===== config.mk =====
export PLATFORM = sky130hd
export DESIGN_NAME = hotp_mod_unit
export DESIGN_NICKNAME = d
export VERILOG_FILES = /design/src/rtl/core/hotp_pkg.sv /design/src/rtl/core/hotp_mod_unit.sv
export SDC_FILE = /design/constraint.sdc
export NUM_CORES = 2
export LEC_CHECK = 0
export ABC_CLOCK_PERIOD_IN_PS = 9000
export BUFFER_PORTS_ARGS = -buffer_cell sky130_fd_sc_hd__clkbuf_2
export CAP_MARGIN = 5
export CORE_ASPECT_RATIO = 0.75
export CORE_MARGIN = 4
export CORE_UTILIZATION = 41
export DETAILED_ROUTE_END_ITERATION = 12
export PLACE_DENSITY_LB_ADDON = 0.08
export SYNTH_ARGS = -nofsm -noshare
export SYNTH_HDL_FRONTEND = slang
export SYNTH_SLANG_ARGS = --single-unit

===== constraint.sdc =====
create_clock -name clk -period 9 [get_ports clk]
set_input_delay 0.9 -clock clk [delete_from_list [all_inputs] [get_ports clk]]
set_output_delay 0.9 -clock clk [all_outputs]
set_load 0.005 [all_outputs]

===== src/rtl/core/hotp_pkg.sv =====
// hotp_pkg: shared types and constants for the one-time code generator
// no dependencies
package hotp_pkg;

  localparam int KeyBytesDefault = 40;
  localparam int KeyRegs         = 5;
  localparam int KeyIdxW         = 3;
  localparam int CfgDataW        = 64;
  localparam int FactorW         = 64;
  localparam int DigitsW         = 4;
  localparam int CodeW           = 27;

  localparam logic [DigitsW-1:0] DigitsSix   = 4'd6;
  localparam logic [DigitsW-1:0] DigitsEight = 4'd8;
  localparam logic [31:0] ModSix   = 32'd1000000;
  localparam logic [31:0] ModEight = 32'd100000000;

  // reciprocals: ceil(2^51 / 10^6) and ceil(2^58 / 10^8), exact for 31-bit values
  localparam logic [31:0] MagicSix   = 32'd2251799814;
  localparam logic [31:0] MagicEight = 32'd2882303762;

  localparam logic [7:0] IpadByte = 8'h36;
  localparam logic [7:0] OpadByte = 8'h5c;

  localparam logic [159:0] ShaInit =
    160'h67452301_efcdab89_98badcfe_10325476_c3d2e1f0;

  typedef struct packed {
    logic [FactorW-1:0] moving_factor;
    logic [DigitsW-1:0] digit_count;
  } hotp_req_t;

  typedef struct packed {
    logic [CodeW-1:0] otp_code;
    logic             code_ok;
  } hotp_rsp_t;

  // handshake between sequencer and compression engine
  typedef struct packed {
    logic start;
    logic chain;
  } sha_ctl_t;

  function automatic logic [31:0] sha_k(input logic [6:0] rnd);
    logic [31:0] k;
    if (rnd < 7'd20) begin
      k = 32'h5a827999;
    end else if (rnd < 7'd40) begin
      k = 32'h6ed9eba1;
    end else if (rnd < 7'd60) begin
      k = 32'h8f1bbcdc;
    end else begin
      k = 32'hca62c1d6;
    end
    return k;
  endfunction

  function automatic logic [31:0] sha_f(input logic [6:0] rnd, input logic [31:0] b,
                                        input logic [31:0] c, input logic [31:0] d);
    logic [31:0] f;
    if (rnd < 7'd20) begin
      f = (b & c) | (~b & d);
    end else if (rnd < 7'd40 || rnd >= 7'd60) begin
      f = b ^ c ^ d;
    end else begin
      f = (b & c) | (b & d) | (c & d);
    end
    return f;
  endfunction

endpackage


===== src/rtl/core/hotp_mod_unit.sv =====
// hotp_mod_unit: remainder of a 31-bit value by 10^6 or 10^8 by reciprocal multiply
// depends on hotp_pkg
module hotp_mod_unit (
  input  logic        clk,
  input  logic        rst,
  input  logic        start,
  input  logic [30:0] value,
  input  logic        eight,
  output logic        done,
  output logic [26:0] rem
);
  import hotp_pkg::*;

  logic [30:0] x;
  logic        eight_r;
  logic [62:0] prod;
  logic [11:0] q;
  logic [30:0] qm;
  logic [30:0] r;
  logic        s1, s2;
  logic [31:0] magic;
  logic [30:0] modulus;

  assign magic   = eight ? MagicEight : MagicSix;
  assign modulus = eight_r ? ModEight[30:0] : ModSix[30:0];
  assign qm      = {19'd0, q} * modulus;

  always_ff @(posedge clk) begin
    if (rst) begin
      s1   <= 1'b0;
      s2   <= 1'b0;
      done <= 1'b0;
    end else begin
      s1   <= start;
      s2   <= s1;
      done <= s2;
    end
  end

  always_ff @(posedge clk) begin
    if (start) begin
      x       <= value;
      eight_r <= eight;
      prod    <= {32'd0, value} * {31'd0, magic};
    end
    if (s1) begin
      q <= eight_r ? {7'd0, prod[62:58]} : prod[62:51];
    end
    if (s2) begin
      r <= x - qm;
    end
  end

  assign rem = r[26:0];
endmodule

=== Word-level counts from Yosys, hierarchy flattened ===
Cells that the tools add are included.

* Register bits: 133
* Bits in latches: 0
* RAM bits: 0
* Bits in read-only memories: 0
* Input port bits: 35
* Output and inout port bits: 28
* Word-level logic and storage cells: 15
* Memories kept: 0

* Add/subtract/negate cells: 1
* Multiply operators: 2
* Divide/modulo/power cells: 0
* $lt $le $gt $ge: 0
* Equal/unequal tests: 0
* Shift-type cells: 0
* Multiplexer cells: 3
* Bitwise logic cells: 0
* Reductions and logical operators: 0

{| class="wikitable"
|+ Operators by type and width
! cell !! number
|-
| $mul A31 B32 Y63 || 1
|-
| $mux W30 || 1
|-
| $mul A12 B27 Y27 || 1
|-
| $mux W27 || 1
|-
| $sub A27 B27 Y27 || 1
|-
| $mux W5 || 1
|}

=== Logic depth before layout (Yosys ltp) ===
* Word-level depth: 3
* Depth in mapped cells: 28
* Mapped depth without buffers: 26

=== Worst setup path after synthesis ===
No wires, ideal clock.

* Path kind: input to register
* Start: input port eight
* End: register prod[55] (data pin)
* Arrival time: 7.663 ns
* Data required time: 8.728 ns
* Setup slack: 1.065 ns
* Stages: 26
* Path buffers: 3
* Cell sequence: buf_2 > clkbuf_1 > clkbuf_1 > nand2_1 > inv_1 > fa_1 > fa_1 > inv_1 > fa_1 > fa_1 > inv_1 > fa_1 > fa_1 > fa_1 > inv_1 > fa_1 > inv_1 > ha_1 > nand4_1 > nor4_1 > nand3_1 > a211oi_1 > o21ai_1 > a21boi_1 > o211a_1 > o221ai_1

* Longest elaborated chain between the ends: 2

{| class="wikitable"
|+ RTL lines
! what !! RTL line !! text
|-
| from (decl) || hotp_mod_unit.sv:8 || <nowiki>input logic eight,</nowiki>
|-
| $mux W30 || hotp_mod_unit.sv:24 || <nowiki>assign magic = eight ? MagicEight : MagicSix;</nowiki>
|-
| $mul A31 B32 Y63 || hotp_mod_unit.sv:44 || <nowiki>prod <= {32'd0, value} * {31'd0, magic};</nowiki>
|-
| to (signal assigned) || hotp_mod_unit.sv:44 ||
|-
| to (decl) || hotp_mod_unit.sv:16 || <nowiki>logic [62:0] prod;</nowiki>
|}

No other way between the ends.
A chain may end at the register's enable or synchronous reset.

=== Worst setup path in the final report ===
* Start: input port eight
* End: register prod[62] (data pin)

The elaborated chain is that of the path after synthesis.

==> flow_summary.yaml <==
cells_and_area:
  n_fill_cell: 6536
  layout_common_cells: "inv_1, fa_1, ha_1"
  nets: 3916
  area_growth_pct: 7.75
  insertedDiodeCount: 0
  layout_commonest_cell: "inv_1"
  drive_gt1_share_pct: 5.67
global_route:
  grt_pass1_vias: 19613
  grt_pass1_wl_mm: 121
  grt.total_usage_pct: 23.0
  antenna_found_initial: 4
  grt-ovfl-total: 0
  grt_max_degree: 42
sta:
  period_share_pct: 90.9
  tightest_slew_ns: 1.25
  fin_tns_setup_ns: 0
  hold_violations: 0
  min_period_ns: 8.18
  max_freq_ghz: 0.122
  slew_viol_final: 0
  setup-violations-final: 0
  skew_ns: 0.0282
  slew_headroom_pct: 16.5
  rsz0062_at_grt: "no"
die:
  row_count: 82
  io_pins: 63
  die_h_um: 234
  die_area_um2: 72400
  core_um2: 67100
  die_x_um: 309
  start_util_pct: 41.6
logic_synthesis:
  synth-edff-count: 79
  synth-compound-area-share_pct: 3.15
  yosysTopAreaCell: "fa_1"
  synthSimpleGateAreaFrac_pct: 5.09
  synth_seq_area_share_pct: 8.71
  postSynth.asyncResetShare_pct: 0
  synth_cells: 2631
  synthXorXnorAreaFrac_pct: 2.10
  synth_top_area_share_pct: 48.4
  syn_avg_cell_area_um2: 10.6
  synth_warnings: 0
  synth_fa_ha_area_share_pct: 68.2
  yosys_register_bits: 82
  syn-cell-area_um2: 27900
  synth_ff_type: "edfxtp_1"
  synth_cell_types: 58
  muxShareOfSynthArea_pct: 0.237
  synth_area_leaders: "fa_1, ha_1, inv_1"
  synth_top_family_by_area: "adder cells"
route:
  ant_nets: 0
  wl_per_cell_um: 21.5
  drtPass1Iterations: 7
  vias: 17366
  via_per_inst: 4.76
  wl_mm: 78.5
  drtIter0Drc: 979
  drc: 0
outcome:
  status: "finished clean"
job:
  timing.max_cap.violations: 0
clock_network:
  cts.sinks: 82
  numCtsBuffers: 9
  postCtsSetupBuffers: 0
  hold_buffers: 0
  cts_tree: "yes"
  cts.repair.resized: 0
  clock_latency_ns: 0.38
  htreeDepth: 3
  cts_root_buffer: "clkbuf_16"
  clk_pin_slew_ns: 0.06
  clk_path_buf_depth: 2
hold_path:
  hold-path-cell-count: 1
  hold_start: "prod[57]"
  hp-class: "reg -> reg"
  holdPathEnd: "q[6]"
setup_path:
  critPathMaxFanout: 39
  cp.required_ns: 9.10
  reg2reg_from: "eight_r"
  r2r_slack_ns: 3.37
  r2r_cells: 20
  reg2reg_to: "r[26]"
  critPathKind: "in -> reg"
  crit_arrival_ns: 8.28
  critical_path.endpoint_type: "register"
  start_kind: "input port"
placed_design:
  io_buffers: 62
  dp_hpwl_mm: 72.7
  place_congestion: 0.946
==> area by class of cell <==
cell class / instances / area (um2) / area share, %
well taps: 882 / 1100 / 3.67
repair buffers: 121 / 766 / 2.55
clock buffers: 11 / 233 / 0.773
clock inverters: 5 / 55.1 / 0.183
flip-flops and latches: 82 / 2430 / 8.08
multi-input cells: 1644 / 22100 / 73.4
inverters: 907 / 3400 / 11.3
==> through the flow <==
stage	setup WS (ns)	utilization (%)	cells	hold slack (ns)	cell area (um2)
floorplan	1.06	-	2658	0.509	28000
global placement	0.510	44.4	3636	0.533	29800
detailed placement	0.499	44.4	3636	0.529	29800
CTS	0.862	44.8	3652	0.545	30100
global route	0.432	44.8	3652	0.556	30100
finish	0.821	44.8	3652	0.541	30100
==> registers in the layout, indices dropped and copies added, names as in the netlist <==
name	count
q	12
prod	12
s1	1
eight_r	1
s2	1
x	27
r	27
done	1
==> cell usage after synthesis (2+ instances only) <==
master and number:
or2_2 10, xor2_1 16, o21bai_1 7, xnor2_1 51
nor2b_1 19, edfxtp_1 79, a21oi_1 38, nand2_1 98
o2111ai_1 2, a211oi_1 7, nor2_1 55, fa_1 675
conb_1 2, dfxtp_1 3, nand3b_1 3, nand2b_1 43
and2_1 15, o21ai_0 31, inv_1 907, o211ai_1 5
nor3_1 8, clkbuf_1 24, or4_1 2, o21a_1 6
mux2_2 5, a21o_1 15, ha_1 441, nor4_1 4
o21ai_1 5, nand4_1 8, o22ai_1 2, a31oi_1 2
nand3_1 17, or3_1 2
==> kinds of logic after synthesis <==
family	count (synthesis)
flip-flops	82
AND/OR/NAND/NOR	289
buffers and inverters	932
XOR/XNOR	67
multiplexers	6
other	2
adder cells (fa/ha/maj)	1116
AO/OA/AOI/OAI	137
==> worst max path at each step <==
| stage | start | to | slack, ns | cells after the start |
|---|---|---|---|---|
| CTS | eight | prod[62] | 0.86 | 23 |
| global route | eight | prod[55] | 0.43 | 27 |
| global placement | value[6] | prod[61] | 0.51 | 23 |
| detailed placement | eight | prod[62] | 0.50 | 23 |
| finish | eight | prod[62] | 0.82 | 23 |
| floorplan | eight | prod[55] | 1.06 | 26 |
==> worst max-delay path, stage by stage <==
cell       delay (ns)
clkbuf_2         0.10
buf_12           0.20
buf_4            0.37
nand2b_1         0.42
fa_1             0.51
inv_1            0.09
fa_1             0.45
fa_1             0.55
fa_1             0.46
fa_1             0.62
fa_1             0.45
fa_1             0.44
ha_1             0.28
ha_1             0.47
nand4_1          0.22
nor4_2           0.44
nand4_1          0.23
nand4_1          0.21
a2111oi_2        0.09
buf_4            0.17
or2_1            0.25
o221ai_2         0.16
xnor2_1          0.10
==> routing by layer <==
layer | part of all wire [%] | GRT usage, % | wire (um)
met5 | 0.018 | 0 | 14
met1 | 48 | 34.4 | 37900
met3 | 8.0 | 6.24 | 6270
met4 | 1.8 | 4.18 | 1380
met2 | 42 | 33.9 | 33000
Power is left out: the tool's default activity adds up to more than one toggle a clock period on the data nets, which glitch-free logic cannot reach.
