==> config.mk <==
export PLATFORM = sky130hd
export DESIGN_NAME = hotp_sha1_core
export DESIGN_NICKNAME = d
export VERILOG_FILES = /design/src/rtl/core/hotp_pkg.sv /design/src/rtl/core/hotp_sha1_core.sv
export SDC_FILE = /design/constraint.sdc
export NUM_CORES = 2
export LEC_CHECK = 0
export BUFFER_PORTS_ARGS = -buffer_cell sky130_fd_sc_hd__buf_2
export CORE_MARGIN = 1
export CORE_UTILIZATION = 52
export CTS_CLUSTER_SIZE = 28
export DETAILED_ROUTE_END_ITERATION = 7
export PLACE_DENSITY = 0.81
export SLEW_MARGIN = 0
export SYNTH_ARGS = -nofsm -noshare
export SYNTH_HDL_FRONTEND = slang
export SYNTH_SLANG_ARGS = --single-unit
==> constraint.sdc <==
create_clock -name clk -period 38.8 [get_ports clk]
set_input_delay 9.7 -clock clk [delete_from_list [all_inputs] [get_ports clk]]
set_output_delay 9.7 -clock clk [all_outputs]
set_load 0.005 [all_outputs]
==> src/rtl/core/hotp_pkg.sv <==
// hotp_pkg: shared types and constants for the one-time code generator
// no dependencies
package hotp_pkg;

  localparam int KeyBytesDefault = 40;
  localparam int KeyRegs         = 5;
  localparam int KeyIdxW         = 3;
  localparam int CfgDataW        = 64;
  localparam int FactorW         = 64;
  localparam int DigitsW         = 4;
  localparam int CodeW           = 27;

  localparam logic [DigitsW-1:0] DigitsSix   = 4'd6;
  localparam logic [DigitsW-1:0] DigitsEight = 4'd8;
  localparam logic [31:0] ModSix   = 32'd1000000;
  localparam logic [31:0] ModEight = 32'd100000000;

  // reciprocals: ceil(2^51 / 10^6) and ceil(2^58 / 10^8), exact for 31-bit values
  localparam logic [31:0] MagicSix   = 32'd2251799814;
  localparam logic [31:0] MagicEight = 32'd2882303762;

  localparam logic [7:0] IpadByte = 8'h36;
  localparam logic [7:0] OpadByte = 8'h5c;

  localparam logic [159:0] ShaInit =
    160'h67452301_efcdab89_98badcfe_10325476_c3d2e1f0;

  typedef struct packed {
    logic [FactorW-1:0] moving_factor;
    logic [DigitsW-1:0] digit_count;
  } hotp_req_t;

  typedef struct packed {
    logic [CodeW-1:0] otp_code;
    logic             code_ok;
  } hotp_rsp_t;

  // handshake between sequencer and compression engine
  typedef struct packed {
    logic start;
    logic chain;
  } sha_ctl_t;

  function automatic logic [31:0] sha_k(input logic [6:0] rnd);
    logic [31:0] k;
    if (rnd < 7'd20) begin
      k = 32'h5a827999;
    end else if (rnd < 7'd40) begin
      k = 32'h6ed9eba1;
    end else if (rnd < 7'd60) begin
      k = 32'h8f1bbcdc;
    end else begin
      k = 32'hca62c1d6;
    end
    return k;
  endfunction

  function automatic logic [31:0] sha_f(input logic [6:0] rnd, input logic [31:0] b,
                                        input logic [31:0] c, input logic [31:0] d);
    logic [31:0] f;
    if (rnd < 7'd20) begin
      f = (b & c) | (~b & d);
    end else if (rnd < 7'd40 || rnd >= 7'd60) begin
      f = b ^ c ^ d;
    end else begin
      f = (b & c) | (b & d) | (c & d);
    end
    return f;
  endfunction

endpackage

==> src/rtl/core/hotp_sha1_core.sv <==
// hotp_sha1_core: one sha-1 compression, one round per clock, 16-word schedule window
// depends on hotp_pkg
module hotp_sha1_core (
  input  logic                 clk,
  input  logic                 rst,
  input  hotp_pkg::sha_ctl_t   ctl,
  input  logic [511:0]         blk,
  input  logic [159:0]         h_in,
  output logic                 done,
  output logic [159:0]         h_out
);
  import hotp_pkg::*;

  logic [31:0]  a, b, c, d, e;
  logic [511:0] win;
  logic [6:0]   rnd;
  logic         busy;
  logic [159:0] hbase;
  logic [31:0]  w_cur, w_new, t;

  assign w_cur = win[511:480];
  assign w_new = win[447:416] ^ win[255:224] ^ win[95:64] ^ win[511:480];
  assign t = {a[26:0], a[31:27]} + sha_f(rnd, b, c, d) + e + sha_k(rnd) + w_cur;

  logic [31:0] w_rot;
  assign w_rot = {w_new[30:0], w_new[31]};

  always_ff @(posedge clk) begin
    if (rst) begin
      busy <= 1'b0;
      done <= 1'b0;
      rnd  <= '0;
    end else begin
      done <= 1'b0;
      if (ctl.start) begin
        busy  <= 1'b1;
        rnd   <= '0;
        win   <= blk;
        hbase <= ctl.chain ? h_out : h_in;
        {a, b, c, d, e} <= ctl.chain ? h_out : h_in;
      end else if (busy) begin
        e   <= d;
        d   <= c;
        c   <= {b[1:0], b[31:2]};
        b   <= a;
        a   <= t;
        win <= {win[479:0], w_rot};
        if (rnd == 7'd79) begin
          busy <= 1'b0;
          done <= 1'b1;
        end
        rnd <= rnd + 7'd1;
      end
    end
  end

  always_ff @(posedge clk) begin
    if (done) begin
      h_out <= {hbase[159:128] + a, hbase[127:96] + b, hbase[95:64] + c,
                hbase[63:32] + d, hbase[31:0] + e};
    end
  end
endmodule

# Word level (Yosys, flattened, before mapping)
# Cells that the tools add are included.
# word_totals
out_inout_bits	161
input_bits	676
regBits	1001
elab_cells	69
# classes
order_cmp	4
mux	22
add_sub_neg	10
n_reduce_logical	6
eq_ne	1
bitwise	15
# op_table
op	count
512-bit two-way mux	2
32-bit two-way mux	14
32-bit adder	9
160-bit two-way mux	1
32-bit XOR	5
32-bit bitwise AND	4
32-bit OR	3
32-bit NOT	1
31-bit two-way mux	1
7-bit by 6-bit < comparator with 1-bit output (second input constant)	2
7-bit by 1-bit adder with 7-bit output (second input constant)	1
7-bit == test (second input constant)	1
7-bit by 6-bit >= comparator with 1-bit output (second input constant)	1
7-bit by 5-bit < comparator with 1-bit output (second input constant)	1
1-bit two-way mux	4
2-bit AND reduction	2
3-bit OR reduction	1
1-bit NOT	2
2-bit nonzero test	1
2-bit OR reduction	1
1-bit logical OR	1

# Depth between registers and ports, before layout
# logic_depth
depth_word	11
mapped_depth	24
ltp_nobuf	22

# Worst setup path after synthesis
# OpenSTA, ideal clock, no wires.
# synth_timing
path_kind	input to register
start	input port ctl[1] (netlist bit)
end	register a[0] (enable)
cell_stages	5
required_ns	37.076
arrival_ns	38.395
setup_ns	1.724
slack_ns	-1.320
cell_sequence	clkbuf_1 clkbuf_1 clkbuf_1 nor2_1 nor2_1
# synth_between
elab_chain_cells	2
# synth_lines
element	line	source
start, declared	hotp_sha1_core.sv:6	input hotp_pkg::sha_ctl_t ctl,
2-bit nonzero test (no line)	--	
2-bit AND reduction (no line)	--	
end signal, assigned	hotp_sha1_core.sv:40	{a, b, c, d, e} <= ctl.chain ? h_out : h_in;
end signal, assigned	hotp_sha1_core.sv:46	a <= t;
end, declared	hotp_sha1_core.sv:14	logic [31:0] a, b, c, d, e;
# Every way passes these cells.
# A chain may end at the register's enable or synchronous reset.

# Worst setup path in the final report
# layout_timing
start	input port ctl[1] (netlist bit)
end	register win[482] (enable)
# layout_between
elab_chain_cells	2
# layout_lines
element	line	source
2-bit nonzero test (no line)	--	
2-bit AND reduction (no line)	--	
end signal, assigned	hotp_sha1_core.sv:38	win <= blk;
end signal, assigned	hotp_sha1_core.sv:47	win <= {win[479:0], w_rot};
end, declared	hotp_sha1_core.sv:15	logic [511:0] win;
# Every way passes these cells.

==> impl_metrics.csv <==
group,metric,value,unit
outcome,outcome,"complete, no violations",
drt,drc,0,
sta,hold_viol_final,0,
sta,setup_tns,0,ns
cells_and_area,multiInputGateArea,0.0222,sq mm
pwr,p_leak,0.0247,uW
cts,path_clk_slew,0.06,ns
global_route,track_usage,0.306,
logic_synthesis,synth_ff_type,"edfxtp_1",
critical_path,regToRegStartpoint,"rnd[3]",
sta,rsz0062_at_grt,"no",
critical_path,worstPathRequired,39.11,ns
global_route,gr-total-overflow,0,
pwr,switching_share,0.348,
cts,numCtsBuffers,105,
place,io_buffers,836,
cts,cts_tree,"built",
logic_synthesis,syn_area,0.0535,sq mm
global_route,grt_pass1_vias,36245,
logic_synthesis,synth_cells,4005,
cells_and_area,drive_gt1_frac,0.342,
cts,ctsHoldBuffers,0,
pwr,netSwitchingPower,1300,uW
critical_path,worstSetupEndpointType,"flop",
floorplanning,start_util,0.525,
drt,drtIter0Drc,3592,
cts,htreeDepth,3,
pwr,seq_power_share,0.379,
pwr,intPower,2430,uW
job,max_cap_violations,0,
drt,via_per_inst,5.77,
place,gp_congestion,0.959,
cts,cts-root-buf,"clkbuf_16",
global_route,gr-usage-met3,0.0738,
pwr,pwr-share-clk,0.269,
logic_synthesis,synth.top_cell.area_share,0.557,
cts,numClockSinks,1001,
worst_hold_path,whs_path_depth,1,
sta,worst_pin_slew,1.37,ns
cells_and_area,area_growth,17.1,%
global_route,grt_max_degree,185,
drt,wl,162000,um
sta,slew_viol_final,0,
logic_synthesis,synth_seq_cells,1001,
floorplanning,io_pins,837,
pwr,p_comb_frac,0.351,
place,dpl_cell_area,0.0591,sq mm
worst_hold_path,worst_hold_path_type,"reg -> reg",
floorplanning,rows,117,
cells_and_area,fin_area,0.0626,sq mm
floorplanning,placeableCoreArea,0.102,sq mm
logic_synthesis,yosys-top-cells-area,"edfxtp_1 56%, mux2_2 13%, fa_1 4.7%",
global_route,antenna_found_initial,74,
logic_synthesis,async_flop_share,0,
critical_path,worstPathMaxFanout,184,
cts,cts_resized,0,
floorplanning,die_y,323,um
worst_hold_path,hold_start,"win[160]",
logic_synthesis,ys_seq_area_frac,0.560,
cts,cts_setup_buffers,0,
critical_path,critPathKind,"in -> reg",
sta,clock.fmax,0.0787,GHz
sta,relSlewSlack,0.0862,
drt,wl_per_cell,25.6,um
logic_synthesis,synth.distinct_cells,77,
drt,drtPass1Iterations,5,
pwr,peakVddDrop,0.0000571,V
critical_path,crit_arrival,13.01,ns
sta,post-route-min-period,12.70,ns
floorplanning,design.die.area,0.104,sq mm
global_route,gr-usage-met1,0.358,
floorplanning,die_x,323,um
cells_and_area,final_nets,5829,
global_route,grtUsageMet2,0.501,
cts,clk_latency,0.71,ns
logic_synthesis,synth_warnings,0,
place,post-dp-hpwl,126000,um
cts,clockBufferDepth,3,
logic_synthesis,synth_top_area_cell,"edfxtp_1",
drt,antenna_left,0,
critical_path,r2r_cells,25,
critical_path,worstSetupStartpoint,"ctl[1]",
logic_synthesis,syn_area_per_cell,13.4,sq um
critical_path,worstSetupStartpointType,"primary input",
drt,dr_total_vias,36519,
logic_synthesis,synth_edf_count,992,
global_route,grt.busiest_layer,"met2",
cells_and_area,fillers,7841,
global_route,grt_pass1_wl,230000,um
sta,skew,0.0335,ns
logic_synthesis,syn-num-nets,5000,
sta,fin_crit_sh,0.327,
sta,setup_viol,0,
cells_and_area,seqCellArea,0.0300,sq mm
pwr,powerDensity,59.6,mW/mm^2
-- layout by cell type (no fill, tap or decap), drive strengths merged, types with 128 or more instances in the layout --
master and n:
ha 194, edfxtp 992, xnor2 213, a21oi 156, clkbuf 128, mux2 640
inv 220, buf 860, nand2 169, o21ai 149, nor2 426
-- stage by stage --
step	instances	setup WS, ns	hold slack (ns)	utilization	total power [uW]
after global routing	6326	25.98	0.555	0.614	3910
after global placement	6095	25.68	0.510	0.580	2710
final	6334	26.10	0.542	0.614	3730
after CTS	6287	26.34	0.545	0.613	3730
after floorplan	4005	10.10	0.488	-	2340
after detailed placement	6095	25.60	0.532	0.580	2730
-- cell type report --
| type | instances | area share |
|---|---|---|
| flip-flops and latches | 1001 | 0.479 |
| well taps | 1368 | 0.0273 |
| clock buffers | 128 | 0.0434 |
| repair buffers | 860 | 0.0706 |
| diodes | 47 | 0.00188 |
| clock inverters | 64 | 0.0106 |
| inverters | 213 | 0.0128 |
| multi-input cells | 2653 | 0.355 |
-- power groups by stage --
stage	clock network, uW	registers, uW	logic (uW)
global placement	0	1430	1280
CTS	1010	1410	1300
global route	1050	1420	1440
floorplan	0	1400	937
detailed placement	0	1440	1290
finish	1010	1420	1310
-- cell families after synthesis --
family          count (synthesis)  synth area share
flops                        1001             0.560
simple gates                  779            0.0626
mux                           676             0.142
compound gates                613            0.0750
buf+inv                       351            0.0246
fa+ha+maj                     319            0.0922
xor+xnor                      266            0.0436
-- state kept, by name, indices dropped and copies added, names as in the netlist --
name   cells
a         32
h_out    160
e         32
c         32
hbase    160
busy       1
rnd        7
b         32
done       1
win      512
d         32
-- per-layer routing --
| metal | wire (um) | vias up | part of all wire |
|---|---|---|---|
| met5 | 199 | - | 0.0012 |
| met4 | 12100 | 32 | 0.074 |
| met3 | 13000 | 476 | 0.080 |
| met2 | 77700 | 1685 | 0.48 |
| met1 | 59200 | 17886 | 0.37 |
| li1 | - | 16440 | - |
-- synthesized netlist by cell type, types with 4 or more instances --
library cell / count
nor2_1: 426
edfxtp_1: 992
and3_1: 29
inv_1: 210
a31oi_1: 24
and2_1: 14
fa_1: 125
nand3_1: 27
o21bai_1: 22
a221o_1: 8
a211oi_1: 10
a211o_1: 10
a21oi_2: 4
o21ai_0: 123
nor2b_1: 24
nand2b_1: 19
o221ai_1: 4
a221oi_1: 27
xor2_1: 53
or3_1: 8
and4_1: 7
xnor2_1: 213
clkbuf_1: 135
o21a_1: 19
dfxtp_1: 9
a21o_1: 103
ha_1: 194
nand2_1: 169
nor3_1: 26
o22ai_1: 11
o211ai_1: 11
mux2i_1: 36
mux2_2: 640
a21boi_0: 6
nand4_1: 20
a21oi_1: 152
o31ai_1: 7
o2111ai_1: 4
o21ai_1: 24
-- worst max-delay path: stages --
cell and delay [ns]:
buf_8 0.54, nor2_1 0.18, nor2_4 0.38, buf_12 0.58, buf_4 1.00
-- final timing paths --
| kind | endpoint | slack (ns) |
|---|---|---|
| worst min-delay path | win[192] | 0.54 |
| worst max-delay path | win[482] | 26.10 |
| worst max register to register | a[31] | 31.32 |
| worst min register to register | win[192] | 0.54 |
Power figures use the tool's default switching activity.
